<file path="src/sv/npp_pkg.sv">
// ----------------------------------------------------------------------------
// npp_pkg
// Shared types, codes and character constants of the PGM/PPM stream parser.
// ----------------------------------------------------------------------------
`default_nettype none

package npp_pkg;

    // default sizes, handed to the top level parameters
    localparam int DIM_BITS_DEF   = 16;
    localparam int ACCUM_BITS_DEF = 32;

    // result queue depth and its pointer / count widths
    localparam int RES_DEPTH  = 4;
    localparam int RES_PTR_W  = $clog2(RES_DEPTH);
    localparam int RES_CNT_W  = $clog2(RES_DEPTH + 1);

    // largest maxval and largest 8-bit sample
    localparam logic [16:0] MAXVAL_LIMIT = 17'd65535;
    localparam logic [7:0]  BYTE_MAX     = 8'd255;

    // characters of the file syntax
    localparam logic [7:0] CH_P     = 8'h50;
    localparam logic [7:0] CH_HASH  = 8'h23;
    localparam logic [7:0] CH_ZERO  = 8'h30;
    localparam logic [7:0] CH_NINE  = 8'h39;
    localparam logic [7:0] CH_TWO   = 8'h32;
    localparam logic [7:0] CH_THREE = 8'h33;
    localparam logic [7:0] CH_FIVE  = 8'h35;
    localparam logic [7:0] CH_SIX   = 8'h36;
    localparam logic [7:0] CH_SPACE = 8'h20;
    localparam logic [7:0] CH_TAB   = 8'h09;
    localparam logic [7:0] CH_NL    = 8'h0A;
    localparam logic [7:0] CH_CR    = 8'h0D;

    // parser phase
    typedef enum logic [3:0] {
        PH_MAGIC0   = 4'd0,
        PH_MAGIC1   = 4'd1,
        PH_MAGICBAD = 4'd2,
        PH_WIDTH    = 4'd3,
        PH_HEIGHT   = 4'd4,
        PH_MAXVAL   = 4'd5,
        PH_RASTER   = 4'd6,
        PH_DONE     = 4'd7,
        PH_ERROR    = 4'd8
    } npp_phase_t;

    // result kind
    typedef enum logic [1:0] {
        KIND_HEADER = 2'd0,
        KIND_PIXEL  = 2'd1,
        KIND_ERROR  = 2'd2
    } npp_kind_t;

    // error codes
    typedef enum logic [2:0] {
        ERR_NONE        = 3'd0,
        ERR_UNSUPPORTED = 3'd1,
        ERR_TRUNC_MAGIC = 3'd2,
        ERR_INVALID     = 3'd3,
        ERR_OVERFLOW    = 3'd4,
        ERR_BAD_MAXVAL  = 3'd5,
        ERR_UNEXP_END   = 3'd6,
        ERR_TOO_LARGE   = 3'd7
    } npp_err_t;

    // one result item
    typedef struct packed {
        npp_kind_t   kind;
        npp_err_t    error_code;
        logic [15:0] image_width;
        logic [15:0] image_height;
        logic [15:0] max_value;
        logic        is_color;
        logic [15:0] sample_first;
        logic [15:0] sample_second;
        logic [15:0] sample_third;
        logic [15:0] column;
        logic [15:0] row;
        logic        last;
    } npp_result_t;

    // results pushed by the parser in one cycle
    typedef struct packed {
        logic first;
        logic second;
    } npp_push_t;

    // error result with all other fields zero
    function automatic npp_result_t npp_err_result(input npp_err_t code);
        npp_result_t r;
        r            = '0;
        r.kind       = KIND_ERROR;
        r.error_code = code;
        return r;
    endfunction

endpackage

`default_nettype wire

</file>
<file path="src/sv/npp_stream_if.sv">
// ----------------------------------------------------------------------------
// npp_stream_if
// Valid/ready channels of the parser: file bytes in, result items out.
// ----------------------------------------------------------------------------
`default_nettype none

interface npp_byte_if;
    logic       valid;
    logic       ready;
    logic [7:0] data_byte;
    logic       end_of_stream;

    modport source (output valid, output data_byte, output end_of_stream, input ready);
    modport sink   (input valid, input data_byte, input end_of_stream, output ready);
endinterface

interface npp_result_if;
    logic        valid;
    logic        ready;
    logic [1:0]  kind;
    logic [2:0]  error_code;
    logic [15:0] image_width;
    logic [15:0] image_height;
    logic [15:0] max_value;
    logic        is_color;
    logic [15:0] sample_first;
    logic [15:0] sample_second;
    logic [15:0] sample_third;
    logic [15:0] column;
    logic [15:0] row;
    logic        last;

    modport source (
        output valid, output kind, output error_code, output image_width,
        output image_height, output max_value, output is_color, output sample_first,
        output sample_second, output sample_third, output column, output row,
        output last, input ready
    );
    modport sink (
        input valid, input kind, input error_code, input image_width,
        input image_height, input max_value, input is_color, input sample_first,
        input sample_second, input sample_third, input column, input row,
        input last, output ready
    );
endinterface

`default_nettype wire

</file>
<file path="src/sv/npp_result_fifo.sv">
// ----------------------------------------------------------------------------
// npp_result_fifo
// Small result queue: takes up to two results a cycle, hands out one.
// ----------------------------------------------------------------------------
`default_nettype none

module npp_result_fifo (
    input  logic                 clk,
    input  logic                 rst_n,
    input  npp_pkg::npp_push_t   push,
    input  npp_pkg::npp_result_t res_a,
    input  npp_pkg::npp_result_t res_b,
    output logic                 room,
    output logic                 out_valid,
    input  logic                 out_ready,
    output npp_pkg::npp_result_t out_data
);
    import npp_pkg::*;

    npp_result_t          entry_reg [RES_DEPTH];
    logic [RES_PTR_W-1:0] wr_ptr_reg, wr_ptr_next;
    logic [RES_PTR_W-1:0] rd_ptr_reg, rd_ptr_next;
    logic [RES_CNT_W-1:0] count_reg, count_next;
    logic [RES_PTR_W-1:0] wr_ptr_plus;
    logic [RES_CNT_W-1:0] push_n;
    logic                 pop;

    // head of queue drives the output
    assign out_valid   = (count_reg != '0);
    assign out_data    = entry_reg[rd_ptr_reg];
    assign pop         = out_valid && out_ready;
    assign room        = (count_reg <= RES_CNT_W'(RES_DEPTH - 2));
    assign wr_ptr_plus = wr_ptr_reg + RES_PTR_W'(1);

    // pointer and fill count update
    always_comb
    begin
        push_n      = push.first ? (push.second ? RES_CNT_W'(2) : RES_CNT_W'(1)) : '0;
        wr_ptr_next = wr_ptr_reg + push_n[RES_PTR_W-1:0];
        rd_ptr_next = pop ? rd_ptr_reg + RES_PTR_W'(1) : rd_ptr_reg;
        count_next  = count_reg + push_n - (pop ? RES_CNT_W'(1) : RES_CNT_W'(0));
    end

    always_ff @(posedge clk or negedge rst_n)
    begin
        if (!rst_n)
        begin
            wr_ptr_reg <= '0;
            rd_ptr_reg <= '0;
            count_reg  <= '0;
        end
        else
        begin
            wr_ptr_reg <= wr_ptr_next;
            rd_ptr_reg <= rd_ptr_next;
            count_reg  <= count_next;
        end
    end

    // entry storage
    always_ff @(posedge clk)
    begin
        if (push.first)
        begin
            entry_reg[wr_ptr_reg] <= res_a;
        end
        if (push.first && push.second)
        begin
            entry_reg[wr_ptr_plus] <= res_b;
        end
    end

endmodule

`default_nettype wire

</file>
<file path="src/sv/npp_parse_core.sv">
// ----------------------------------------------------------------------------
// npp_parse_core
// Byte register plus one-pass parser: magic, header numbers and raster.
// ----------------------------------------------------------------------------
`default_nettype none

module npp_parse_core #(
    parameter int DIM_BITS   = npp_pkg::DIM_BITS_DEF,
    parameter int ACCUM_BITS = npp_pkg::ACCUM_BITS_DEF
) (
    input  logic                 clk,
    input  logic                 rst_n,
    input  logic                 in_valid,
    input  logic [7:0]           in_byte,
    input  logic                 in_eos,
    output logic                 in_ready,
    input  logic                 room,
    output npp_pkg::npp_push_t   push,
    output npp_pkg::npp_result_t res_a,
    output npp_pkg::npp_result_t res_b
);
    import npp_pkg::*;

    localparam int MW = ACCUM_BITS + 4;
    localparam int WW = (ACCUM_BITS > DIM_BITS) ? ACCUM_BITS : DIM_BITS;
    localparam int OW = (DIM_BITS > 16) ? DIM_BITS : 16;

    // input register
    logic       hold_valid_reg;
    logic [7:0] hold_byte_reg;
    logic       hold_eos_reg;
    logic       fire;

    // parser state
    npp_phase_t            phase_reg, phase_next;
    logic [ACCUM_BITS-1:0] acc_reg, acc_next;
    logic                  digit_seen_reg, digit_seen_next;
    logic                  in_comment_reg, in_comment_next;
    logic                  color_reg, color_next;
    logic                  plain_reg, plain_next;
    logic                  wide_reg, wide_next;
    logic [DIM_BITS-1:0]   width_reg, width_next;
    logic [DIM_BITS-1:0]   height_reg, height_next;
    logic [15:0]           maxval_reg, maxval_next;
    logic [DIM_BITS-1:0]   col_reg, col_next;
    logic [DIM_BITS-1:0]   row_reg, row_next;
    logic [1:0]            chan_reg, chan_next;
    logic [15:0]           held_reg [2];
    logic [15:0]           held_next [2];
    logic [7:0]            high_reg, high_next;

    // byte classes
    logic [7:0] c;
    logic       eos;
    logic [7:0] digit_full;
    logic [3:0] digit;
    logic       is_digit;
    logic       is_space;
    logic       is_magic;
    logic       hdr_scan;

    // number arithmetic
    logic [MW-1:0]       acc_mul;
    logic                acc_ovf;
    logic [WW-1:0]       acc_wide;
    logic [DIM_BITS-1:0] dim_val;
    logic                dim_big;
    logic                max_bad;

    // decoded events of this transaction
    logic        err_hit;
    npp_err_t    err_code;
    logic        tail_err;
    npp_err_t    tail_code;
    logic        hdr_emit;
    logic        take;
    logic [15:0] take_val;
    logic        num_done;
    logic        acc_step;
    logic        high_latch;
    logic        mode_set;
    logic        magic_p;
    logic        dim_store;

    // pixel bookkeeping
    logic                hold_chan;
    logic                px_emit;
    logic [DIM_BITS-1:0] col_inc;
    logic [DIM_BITS-1:0] row_inc;
    logic                wrap;
    logic                px_last;
    logic                hdr_last;
    logic                done_hit;
    logic                err_final;
    npp_err_t            final_code;
    logic [OW-1:0]       width_o, height_o, col_o, row_o;

    // input handshake: one byte held, freed when the queue has room
    assign fire     = hold_valid_reg && room;
    assign in_ready = !hold_valid_reg || fire;

    always_ff @(posedge clk or negedge rst_n)
    begin
        if (!rst_n)
        begin
            hold_valid_reg <= 1'b0;
        end
        else if (in_valid && in_ready)
        begin
            hold_valid_reg <= 1'b1;
        end
        else if (fire)
        begin
            hold_valid_reg <= 1'b0;
        end
    end

    always_ff @(posedge clk)
    begin
        if (in_valid && in_ready)
        begin
            hold_byte_reg <= in_byte;
            hold_eos_reg  <= in_eos;
        end
    end

    // byte classification
    assign c          = hold_byte_reg;
    assign eos        = hold_eos_reg;
    assign digit_full = c - CH_ZERO;
    assign digit      = digit_full[3:0];
    assign is_digit   = (c >= CH_ZERO) && (c <= CH_NINE);
    assign is_space   = (c == CH_SPACE) || ((c >= CH_TAB) && (c <= CH_CR));
    assign is_magic   = (c == CH_TWO) || (c == CH_THREE) || (c == CH_FIVE) || (c == CH_SIX);
    assign hdr_scan   = in_comment_reg ? (c == CH_NL) : (c != CH_HASH);

    // decimal accumulate with exact overflow check
    assign acc_mul  = MW'({acc_reg, 3'b000}) + MW'({acc_reg, 1'b0}) + MW'(digit);
    assign acc_ovf  = (acc_mul[MW-1:ACCUM_BITS] != '0);
    assign acc_wide = WW'(acc_reg);
    assign dim_val  = acc_wide[DIM_BITS-1:0];
    assign dim_big  = ((acc_wide >> DIM_BITS) != '0);
    assign max_bad  = (acc_reg == '0) || (ACCUM_BITS'(acc_reg >> 16) != '0);

    // event decode per phase
    always_comb
    begin
        err_hit    = 1'b0;
        err_code   = ERR_NONE;
        tail_err   = 1'b0;
        tail_code  = ERR_INVALID;
        hdr_emit   = 1'b0;
        take       = 1'b0;
        take_val   = acc_reg[15:0];
        num_done   = 1'b0;
        acc_step   = 1'b0;
        high_latch = 1'b0;
        mode_set   = 1'b0;
        magic_p    = 1'b0;
        dim_store  = 1'b0;
        case (phase_reg)
            PH_MAGIC0:
            begin
                if (eos)
                begin
                    err_hit  = 1'b1;
                    err_code = ERR_TRUNC_MAGIC;
                end
                else
                begin
                    magic_p = (c == CH_P);
                end
            end
            PH_MAGIC1:
            begin
                err_hit  = eos || !is_magic;
                err_code = eos ? ERR_TRUNC_MAGIC : ERR_UNSUPPORTED;
                mode_set = !eos && is_magic;
            end
            PH_MAGICBAD:
            begin
                err_hit  = 1'b1;
                err_code = eos ? ERR_TRUNC_MAGIC : ERR_UNSUPPORTED;
            end
            PH_WIDTH, PH_HEIGHT, PH_MAXVAL:
            begin
                if (eos)
                begin
                    num_done = digit_seen_reg;
                    err_hit  = !digit_seen_reg;
                    err_code = ERR_INVALID;
                end
                else if (hdr_scan)
                begin
                    if (is_digit)
                    begin
                        err_hit  = acc_ovf;
                        err_code = ERR_OVERFLOW;
                        acc_step = !acc_ovf;
                    end
                    else if (is_space)
                    begin
                        num_done = digit_seen_reg;
                    end
                    else
                    begin
                        err_hit  = 1'b1;
                        err_code = ERR_INVALID;
                    end
                end
                // a finished number lands in its header field
                if (num_done)
                begin
                    if (phase_reg != PH_MAXVAL)
                    begin
                        if (dim_big)
                        begin
                            err_hit  = 1'b1;
                            err_code = ERR_TOO_LARGE;
                        end
                        else
                        begin
                            dim_store = 1'b1;
                            err_hit   = eos;
                            err_code  = ERR_INVALID;
                        end
                    end
                    else if (max_bad)
                    begin
                        err_hit  = 1'b1;
                        err_code = ERR_BAD_MAXVAL;
                    end
                    else
                    begin
                        hdr_emit  = 1'b1;
                        tail_err  = eos;
                        tail_code = plain_reg ? ERR_INVALID : ERR_UNEXP_END;
                    end
                end
            end
            PH_RASTER:
            begin
                if (plain_reg)
                begin
                    if (eos)
                    begin
                        take     = digit_seen_reg;
                        tail_err = digit_seen_reg;
                        err_hit  = !digit_seen_reg;
                        err_code = ERR_INVALID;
                    end
                    else if (is_digit)
                    begin
                        err_hit  = acc_ovf;
                        err_code = ERR_OVERFLOW;
                        acc_step = !acc_ovf;
                    end
                    else if (is_space)
                    begin
                        take = digit_seen_reg;
                    end
                    else
                    begin
                        err_hit  = 1'b1;
                        err_code = ERR_INVALID;
                    end
                    num_done = take;
                end
                else if (eos)
                begin
                    err_hit  = 1'b1;
                    err_code = ERR_UNEXP_END;
                end
                else if (wide_reg)
                begin
                    // digit_seen marks a held high byte
                    high_latch = !digit_seen_reg;
                    take       = digit_seen_reg;
                    num_done   = digit_seen_reg;
                    take_val   = {high_reg, c};
                end
                else
                begin
                    take     = 1'b1;
                    take_val = {8'h00, c};
                end
            end
            default:
            begin
                err_hit = 1'b0;
            end
        endcase
    end

    // pixel position and end of image
    assign hold_chan  = take && color_reg && (chan_reg != 2'd2);
    assign px_emit    = take && !hold_chan;
    assign col_inc    = col_reg + DIM_BITS'(1);
    assign row_inc    = row_reg + DIM_BITS'(1);
    assign wrap       = (col_inc == width_reg);
    assign px_last    = wrap && (row_inc == height_reg);
    assign hdr_last   = (width_reg == '0) || (height_reg == '0);
    assign done_hit   = (hdr_emit && hdr_last) || (px_emit && px_last);
    assign err_final  = err_hit || (tail_err && !done_hit);
    assign final_code = err_hit ? err_code : tail_code;

    // next phase
    always_comb
    begin
        phase_next = phase_reg;
        if (fire)
        begin
            if (eos)
            begin
                phase_next = PH_MAGIC0;
            end
            else if (err_final)
            begin
                phase_next = PH_ERROR;
            end
            else
            begin
                case (phase_reg)
                    PH_MAGIC0: phase_next = magic_p ? PH_MAGIC1 : PH_MAGICBAD;
                    PH_MAGIC1:
                    begin
                        if (mode_set)
                        begin
                            phase_next = PH_WIDTH;
                        end
                    end
                    PH_WIDTH:
                    begin
                        if (dim_store)
                        begin
                            phase_next = PH_HEIGHT;
                        end
                    end
                    PH_HEIGHT:
                    begin
                        if (dim_store)
                        begin
                            phase_next = PH_MAXVAL;
                        end
                    end
                    PH_MAXVAL:
                    begin
                        if (hdr_emit)
                        begin
                            phase_next = hdr_last ? PH_DONE : PH_RASTER;
                        end
                    end
                    PH_RASTER:
                    begin
                        if (px_emit && px_last)
                        begin
                            phase_next = PH_DONE;
                        end
                    end
                    default: phase_next = phase_reg;
                endcase
            end
        end
    end

    // result items
    assign width_o  = OW'(width_reg);
    assign height_o = OW'(height_reg);
    assign col_o    = OW'(col_reg);
    assign row_o    = OW'(row_reg);

    always_comb
    begin
        push.first  = fire && (hdr_emit || px_emit || err_final);
        push.second = fire && (hdr_emit || px_emit) && err_final;
        res_b       = npp_err_result(final_code);
        res_a       = npp_err_result(final_code);
        if (hdr_emit || px_emit)
        begin
            res_a.kind         = hdr_emit ? KIND_HEADER : KIND_PIXEL;
            res_a.error_code   = ERR_NONE;
            res_a.image_width  = width_o[15:0];
            res_a.image_height = height_o[15:0];
            res_a.max_value    = hdr_emit ? acc_reg[15:0] : maxval_reg;
            res_a.is_color     = color_reg;
            res_a.last         = hdr_emit ? hdr_last : px_last;
        end
        if (px_emit)
        begin
            res_a.sample_first  = color_reg ? held_reg[0] : take_val;
            res_a.sample_second = color_reg ? held_reg[1] : 16'h0000;
            res_a.sample_third  = color_reg ? take_val : 16'h0000;
            res_a.column        = col_o[15:0];
            res_a.row           = row_o[15:0];
        end
    end

    // datapath next values
    always_comb
    begin
        acc_next        = acc_reg;
        digit_seen_next = digit_seen_reg;
        in_comment_next = in_comment_reg;
        color_next      = color_reg;
        plain_next      = plain_reg;
        wide_next       = wide_reg;
        width_next      = width_reg;
        height_next     = height_reg;
        maxval_next     = maxval_reg;
        col_next        = col_reg;
        row_next        = row_reg;
        chan_next       = chan_reg;
        held_next[0]    = held_reg[0];
        held_next[1]    = held_reg[1];
        high_next       = high_reg;

        // number accumulator
        if (acc_step)
        begin
            acc_next        = acc_mul[ACCUM_BITS-1:0];
            digit_seen_next = 1'b1;
        end
        else if (num_done)
        begin
            acc_next        = '0;
            digit_seen_next = 1'b0;
        end
        if (high_latch)
        begin
            high_next       = c;
            digit_seen_next = 1'b1;
        end

        // comment skipping in the header
        if ((phase_reg == PH_WIDTH) || (phase_reg == PH_HEIGHT) || (phase_reg == PH_MAXVAL))
        begin
            in_comment_next = in_comment_reg ? (c != CH_NL) : (c == CH_HASH);
        end
        if (hdr_emit)
        begin
            in_comment_next = 1'b0;
        end

        // header fields
        if (mode_set)
        begin
            color_next = (c == CH_THREE) || (c == CH_SIX);
            plain_next = (c == CH_TWO) || (c == CH_THREE);
        end
        if (dim_store && (phase_reg == PH_WIDTH))
        begin
            width_next = dim_val;
        end
        if (dim_store && (phase_reg == PH_HEIGHT))
        begin
            height_next = dim_val;
        end
        if (hdr_emit)
        begin
            maxval_next = acc_reg[15:0];
            wide_next   = (acc_reg[15:0] > 16'(BYTE_MAX));
        end

        // samples and raster position
        if (hold_chan)
        begin
            held_next[chan_reg[0]] = take_val;
            chan_next              = chan_reg + 2'd1;
        end
        else if (px_emit)
        begin
            chan_next = 2'd0;
            col_next  = wrap ? '0 : col_inc;
            row_next  = wrap ? row_inc : row_reg;
        end
    end

    // state registers; end of stream returns all to reset values
    always_ff @(posedge clk or negedge rst_n)
    begin
        if (!rst_n)
        begin
            phase_reg      <= PH_MAGIC0;
            acc_reg        <= '0;
            digit_seen_reg <= 1'b0;
            in_comment_reg <= 1'b0;
            color_reg      <= 1'b0;
            plain_reg      <= 1'b0;
            wide_reg       <= 1'b0;
            width_reg      <= '0;
            height_reg     <= '0;
            maxval_reg     <= '0;
            col_reg        <= '0;
            row_reg        <= '0;
            chan_reg       <= '0;
            held_reg[0]    <= '0;
            held_reg[1]    <= '0;
            high_reg       <= '0;
        end
        else if (fire && eos)
        begin
            phase_reg      <= phase_next;
            acc_reg        <= '0;
            digit_seen_reg <= 1'b0;
            in_comment_reg <= 1'b0;
            color_reg      <= 1'b0;
            plain_reg      <= 1'b0;
            wide_reg       <= 1'b0;
            width_reg      <= '0;
            height_reg     <= '0;
            maxval_reg     <= '0;
            col_reg        <= '0;
            row_reg        <= '0;
            chan_reg       <= '0;
            held_reg[0]    <= '0;
            held_reg[1]    <= '0;
            high_reg       <= '0;
        end
        else if (fire)
        begin
            phase_reg      <= phase_next;
            acc_reg        <= acc_next;
            digit_seen_reg <= digit_seen_next;
            in_comment_reg <= in_comment_next;
            color_reg      <= color_next;
            plain_reg      <= plain_next;
            wide_reg       <= wide_next;
            width_reg      <= width_next;
            height_reg     <= height_next;
            maxval_reg     <= maxval_next;
            col_reg        <= col_next;
            row_reg        <= row_next;
            chan_reg       <= chan_next;
            held_reg[0]    <= held_next[0];
            held_reg[1]    <= held_next[1];
            high_reg       <= high_next;
        end
    end

endmodule

`default_nettype wire

</file>
<file path="src/sv/netpbm_pgm_ppm_stream_parser_top.sv">
// Flow: an accepted byte waits in the byte register until the queue has room, is
//   parsed there, and its results are then taken from the head of the result queue.
// Throughput: one byte per cycle; the result queue limits the rate only when
//   an end-of-stream transaction yields two results or the sink stalls.
// Reset: rst_n clears the parser, byte register and result queue at once.
// ----------------------------------------------------------------------------
// netpbm_pgm_ppm_stream_parser_top
// PGM/PPM byte stream parser: header and pixel results over valid/ready.
// ----------------------------------------------------------------------------
`default_nettype none

module netpbm_pgm_ppm_stream_parser_top #(
    parameter int DIM_BITS   = npp_pkg::DIM_BITS_DEF,
    parameter int ACCUM_BITS = npp_pkg::ACCUM_BITS_DEF
) (
    input  logic         clk,
    input  logic         rst_n,
    npp_byte_if.sink     stream,
    npp_result_if.source result
);
    import npp_pkg::*;

    npp_push_t   push;
    npp_result_t res_a;
    npp_result_t res_b;
    npp_result_t head;
    logic        room;

    // parser with its byte register
    npp_parse_core #(
        .DIM_BITS   (DIM_BITS),
        .ACCUM_BITS (ACCUM_BITS)
    ) u_core (
        .clk      (clk),
        .rst_n    (rst_n),
        .in_valid (stream.valid),
        .in_byte  (stream.data_byte),
        .in_eos   (stream.end_of_stream),
        .in_ready (stream.ready),
        .room     (room),
        .push     (push),
        .res_a    (res_a),
        .res_b    (res_b)
    );

    // result queue
    npp_result_fifo u_fifo (
        .clk       (clk),
        .rst_n     (rst_n),
        .push      (push),
        .res_a     (res_a),
        .res_b     (res_b),
        .room      (room),
        .out_valid (result.valid),
        .out_ready (result.ready),
        .out_data  (head)
    );

    // result channel payload
    assign result.kind          = head.kind;
    assign result.error_code    = head.error_code;
    assign result.image_width   = head.image_width;
    assign result.image_height  = head.image_height;
    assign result.max_value     = head.max_value;
    assign result.is_color      = head.is_color;
    assign result.sample_first  = head.sample_first;
    assign result.sample_second = head.sample_second;
    assign result.sample_third  = head.sample_third;
    assign result.column        = head.column;
    assign result.row           = head.row;
    assign result.last          = head.last;

endmodule

`default_nettype wire

</file>
<file path="src/flat_wrapper.sv">
// flat-port wrapper written by rule: the top's interface ports become plain ports
module netpbm_pgm_ppm_stream_parser_top_flat import npp_pkg::*;
#(
    parameter int DIM_BITS   = npp_pkg::DIM_BITS_DEF,
    parameter int ACCUM_BITS = npp_pkg::ACCUM_BITS_DEF
)
  (clk, rst_n, stream_valid, stream_data_byte, stream_end_of_stream, stream_ready, result_valid, result_kind, result_error_code, result_image_width, result_image_height, result_max_value, result_is_color, result_sample_first, result_sample_second, result_sample_third, result_column, result_row, result_last, result_ready);
  npp_byte_if stream_i ();
  npp_result_if result_i ();
  input  logic clk;
  input  logic rst_n;
  input wire logic [$bits(stream_i.valid)-1:0] stream_valid;
  input wire logic [$bits(stream_i.data_byte)-1:0] stream_data_byte;
  input wire logic [$bits(stream_i.end_of_stream)-1:0] stream_end_of_stream;
  output wire logic [$bits(stream_i.ready)-1:0] stream_ready;
  output wire logic [$bits(result_i.valid)-1:0] result_valid;
  output wire logic [$bits(result_i.kind)-1:0] result_kind;
  output wire logic [$bits(result_i.error_code)-1:0] result_error_code;
  output wire logic [$bits(result_i.image_width)-1:0] result_image_width;
  output wire logic [$bits(result_i.image_height)-1:0] result_image_height;
  output wire logic [$bits(result_i.max_value)-1:0] result_max_value;
  output wire logic [$bits(result_i.is_color)-1:0] result_is_color;
  output wire logic [$bits(result_i.sample_first)-1:0] result_sample_first;
  output wire logic [$bits(result_i.sample_second)-1:0] result_sample_second;
  output wire logic [$bits(result_i.sample_third)-1:0] result_sample_third;
  output wire logic [$bits(result_i.column)-1:0] result_column;
  output wire logic [$bits(result_i.row)-1:0] result_row;
  output wire logic [$bits(result_i.last)-1:0] result_last;
  input wire logic [$bits(result_i.ready)-1:0] result_ready;
  assign stream_i.valid = stream_valid;
  assign stream_i.data_byte = stream_data_byte;
  assign stream_i.end_of_stream = stream_end_of_stream;
  assign stream_ready = stream_i.ready;
  assign result_valid = result_i.valid;
  assign result_kind = result_i.kind;
  assign result_error_code = result_i.error_code;
  assign result_image_width = result_i.image_width;
  assign result_image_height = result_i.image_height;
  assign result_max_value = result_i.max_value;
  assign result_is_color = result_i.is_color;
  assign result_sample_first = result_i.sample_first;
  assign result_sample_second = result_i.sample_second;
  assign result_sample_third = result_i.sample_third;
  assign result_column = result_i.column;
  assign result_row = result_i.row;
  assign result_last = result_i.last;
  assign result_i.ready = result_ready;
  netpbm_pgm_ppm_stream_parser_top #(.DIM_BITS(DIM_BITS), .ACCUM_BITS(ACCUM_BITS)) u_core (.clk(clk), .rst_n(rst_n), .stream(stream_i), .result(result_i));
endmodule
</file>
<file path="config.mk">
export PLATFORM = sky130hd
export DESIGN_NAME = netpbm_pgm_ppm_stream_parser_top_flat
export DESIGN_NICKNAME = d
export VERILOG_FILES = /design/src/sv/npp_pkg.sv /design/src/sv/npp_stream_if.sv /design/src/sv/npp_result_fifo.sv /design/src/sv/npp_parse_core.sv /design/src/sv/netpbm_pgm_ppm_stream_parser_top.sv /design/src/flat_wrapper.sv
export SDC_FILE = /design/constraint.sdc
export NUM_CORES = 2
export LEC_CHECK = 0
export BUFFER_PORTS_ARGS = -buffer_cell sky130_fd_sc_hd__buf_2
export CAP_MARGIN = 40
export CORE_UTILIZATION = 62
export DETAILED_ROUTE_END_ITERATION = 10
export PLACE_DENSITY_LB_ADDON = 0.12
export SYNTH_ARGS = -nofsm -noshare
export SYNTH_HDL_FRONTEND = slang
export SYNTH_SLANG_ARGS = --single-unit
</file>
<file path="constraint.sdc">
create_clock -name clk -period 6.25 [get_ports clk]
set_input_delay 0.625 -clock clk [delete_from_list [all_inputs] [get_ports clk]]
set_output_delay 0.625 -clock clk [all_outputs]
set_load 0.05 [all_outputs]
</file>
==> implementation parameters <==
Parameter                              Value

Synth
  Synth Net Count ... 3298
  Post-synth design cell area ... 0.0338 sq mm
  Cell taking the most area after synthesis ... sky130_fd_sc_hd__dfxtp_1
  Synthesized netlist cell count ... 3212
  Fraction of the yosys area taken by sequential cells ... 45.8%
  Flop and latch count out of synthesis ... 720
  EDFF count, synth ... 21
  Number of synthesis warnings ... 0
  Largest cells by area after synthesis ... sky130_fd_sc_hd__dfxtp_1 (31%), sky130_fd_sc_hd__dfrtp_1 (13%), sky130_fd_sc_hd__mux4_2 (9.0%), sky130_fd_sc_hd__mux2i_1 (8.9%), sky130_fd_sc_hd__a22o_1 (7.2%)
  Syn_area_per_cell ... 10.5 sq um
  Post-synthesis cell type count ... 88
  Synth top area share ... 31.3%
  Most used DFF post-synth ... sky130_fd_sc_hd__dfxtp_1
  Most common library cells after synthesis ... sky130_fd_sc_hd__dfxtp_1 (528), sky130_fd_sc_hd__nor2_1 (439), sky130_fd_sc_hd__mux2i_1 (301)
  Async SR Flop Fraction ... 23.8%
  Dominant cell by count in the synthesized netlist ... sky130_fd_sc_hd__dfxtp_1

Clocking
  Clock buffers created by TritonCTS ... 74
  TritonCTS clock tree ... yes
  Clk_lat worst skew ... 0.63 ns
  Post-CTS setup repair buffer count ... 0
  CTS sink cnt ... 720
  CTS root buffer ... sky130_fd_sc_hd__clkbuf_16
  Clock slew at reported path FFs ... 0.07 ns
  Clock Tree Buf Depth ... 3
  H-tree depth ... 3

Routing
  Initial DRC Count ... 2427
  Routed wire length per instance ... 24.0 um
  Sum of routed wire length over all layers ... 95300 um
  Via total after detailed routing ... 26.2k
  Post-DRT Antenna Nets ... 0
  Detailed-router iteration count before antenna repair ... 6
  Vias per cell ... 6.61
  Remaining design rule violation count ... 0

Setup path
  Nature of the critical path endpoint ... flip-flop
  CP Max Fanout ... 8
  Worst setup path startpoint ... u_core.u_core.acc_reg[2]
  Max stage delay on crit path ... 0.53 ns
  Startpoint type of the worst setup path ... flip-flop
  Crit path required time ... 6.74 ns
  Crit path cell chain ... inv_1 -> fa_1 -> fa_1 -> nand2b_1 -> a21o_1 -> a31oi_1 -> a32o_1 -> o21ai_0 -> a221oi_1 -> a311o_2 -> nand2_1 -> and3_1 -> inv_1 -> ha_1 -> inv_1 -> ha_1 -> inv_1 -> fa_1 -> xor2_1 -> xnor2_1
  Setup CP Type ... flip-flop to flip-flop
  CP max stage cell ... sky130_fd_sc_hd__fa_1
  Arrival time at the worst endpoint ... 5.98 ns
  Depth of the worst register-to-register path ... 20
  Cell mode on critical path ... sky130_fd_sc_hd__inv_1
  Reg-to-Reg Start ... u_core.u_core.acc_reg[2]
  Reg-to-Reg End ... u_core.u_fifo.count_reg[2]
  Capturing instance or port of the critical path ... u_core.u_fifo.count_reg[2]
  R2R setup slack ... 0.77 ns

Final layout
  Number of flip-flops in the largest register ... 540
  Finished Layout Cells ... 3970
  Share of layout cells above drive strength 1 ... 15.6%
  P&R area growth vs syn ... 10.5%
  Nets@finish ... 3297
  Fraction of the core area covered by cells at the end of the flow ... 69.4%

Placement
  Post-DP HPWL ... 61000 um
  Setup slack after placement ... 0.549 ns
  Placed insts ... 3830
  Number of port buffers ... 149
  RD Place Congestion ... 0.908

Pwr
  Cell Pwr Density ... 313 mW/mm^2
  Worst vdd rail ir drop ... 268 uV
  Leakage power summed over all cells ... 15.3 nW

STA
  Setup Viol. Count Final ... 0
  Post-route setup TNS ... 0 ns
  Maximum achievable frequency ... 0.182 GHz
  Worst Skew ... 0.0234 ns
  Worst slew margin ... 33.9%
  Final setup margin ... 0.766 ns
  Fin. max-slew vios ... 0
  Unrepaired setup endpoints after global routing ... no
  Slew @ Worst Pin ... 0.985 ns
  Number of failing hold endpoints at the final stage ... 0
  Final period demand of the worst path ... 5.48 ns
  Fin crit share ... 87.8%
  Hold WS ... 0.191 ns

Floorplanning
  Number of standard-cell rows in the floorplan ... 85
  Overall die height ... 235 um
  Die width ... 235 um
  Io pins ... 150
  Floorplan Core Area ... 0.0538 sq mm
  Total die area ... 0.0554 sq mm
  Starting density of the core ... 62.8%

Global routing
  Residual overflow from global routing ... 0
  Maximum number of pins on one net before global-route repair ... 88
  Combined global-route utilization of all metal layers ... 34.3%
  Antenna violations before repair ... 1
  Number of global-route vias before repair ... 26.5k
  Global-route wire length before repair ... 150000 um

Min path
  Path type of the worst min-delay path ... primary input to flip-flop

Flow run
  Total of max-cap violations ... 0

Outcome
  Run status ... finished clean
report_power, final:
part	total, mW	switching [mW]	internal, mW
combinational	2.14	1.38	0.758
sequential	4.89	0.177	4.71
clock	4.67	1.89	2.78
total	11.7	3.45	8.25
critical path, delay by kind of cell (launching register included):
kind            cells  cell delay (ns)
compound gates      6             2.03
xor+xnor            2             0.29
fa+ha+maj           5             1.70
buf+inv             4             0.31
flops               1             0.51
simple gates        3             0.48
routing by layer:
layer  GRT usage [%]  up-vias  wire [um]
li1                -    11749          -
met3            7.43      190       7800
met4            12.8        0       3080
met1            46.7    13183      40000
met2            54.0     1108      44400
met5               0        -          0
stage by stage:
stage / power, mW / instance area, sq um
2_1_floorplan: 6.53 / 33800
3_3_place_gp: 7.08 / 34500
3_5_place_dp: 7.12 / 34700
4_1_cts: 11.7 / 37300
5_1_grt: 12.1 / 37300
6_report: 11.7 / 37300
repair_timing:
item | CTS | global route
hold buffers | 1 | 0
gates resized for setup | 0 | 1
setup endpoints to repair | 0 | 1
endpoints found under the hold margin | 5 | 0
placed cells by master, fill, tap and decap left out, types with 19 or more instances in the layout:
cell type	count
sky130_fd_sc_hd__a21oi_1	93
sky130_fd_sc_hd__a22o_1	277
sky130_fd_sc_hd__a22oi_1	28
sky130_fd_sc_hd__and2_1	30
sky130_fd_sc_hd__and3_1	23
sky130_fd_sc_hd__buf_2	148
sky130_fd_sc_hd__buf_4	45
sky130_fd_sc_hd__clkbuf_16	78
sky130_fd_sc_hd__dfrtp_1	169
sky130_fd_sc_hd__dfxtp_1	528
sky130_fd_sc_hd__edfxtp_1	21
sky130_fd_sc_hd__ha_1	70
sky130_fd_sc_hd__inv_1	38
sky130_fd_sc_hd__mux2i_1	301
sky130_fd_sc_hd__mux4_2	135
sky130_fd_sc_hd__nand2_1	175
sky130_fd_sc_hd__nand2b_1	19
sky130_fd_sc_hd__nand3_1	29
sky130_fd_sc_hd__nand4_1	27
sky130_fd_sc_hd__nor2_1	428
sky130_fd_sc_hd__nor3_1	32
sky130_fd_sc_hd__nor4_1	28
sky130_fd_sc_hd__o21ai_0	158
sky130_fd_sc_hd__o31ai_1	24
sky130_fd_sc_hd__xnor2_1	34
sky130_fd_sc_hd__xor2_1	35
how the worst min path moves through the flow:
stage / start / endpoint / slack, ns / cells after the start
6_report: stream_end_of_stream / u_core.u_core.eos / 0.19 / 1
5_1_grt: stream_end_of_stream / u_core.u_core.eos / 0.16 / 1
4_1_cts: stream_end_of_stream / u_core.u_core.eos / 0.16 / 1
3_5_place_dp: u_core.u_fifo.entry_reg[0][133] / u_core.u_fifo.entry_reg[0][133] / 0.44 / 1
3_3_place_gp: u_core.u_fifo.entry_reg[3][133] / u_core.u_fifo.entry_reg[3][133] / 0.43 / 1
2_1_floorplan: rst_n / u_core.u_core.acc_reg[0] / 0.33 / 0
cell type report:
cell class                 count  area (sq um)
fill                        4012         16500
antenna                        1          2.50
clock buffer                 108          2180
sequential                   720         15500
timing repair buffer         211          1430
tap                          696           871
inverter                      38           143
multi-input combinational   2166         16800
clock inverter                30           392
cell families after synthesis:
logic type | Yosys count | share of synthesized area [%]
xor gates and xnor gates | 69 | 1.79
muxes | 436 | 17.9
AOI/OAI and AO/OA | 713 | 15.3
buffers and inverters | 326 | 4.58
and+or+nand+nor | 875 | 11.9
DFF | 720 | 45.8
adders and majority gates | 73 | 2.77
Power figures use the tool's default switching activity.
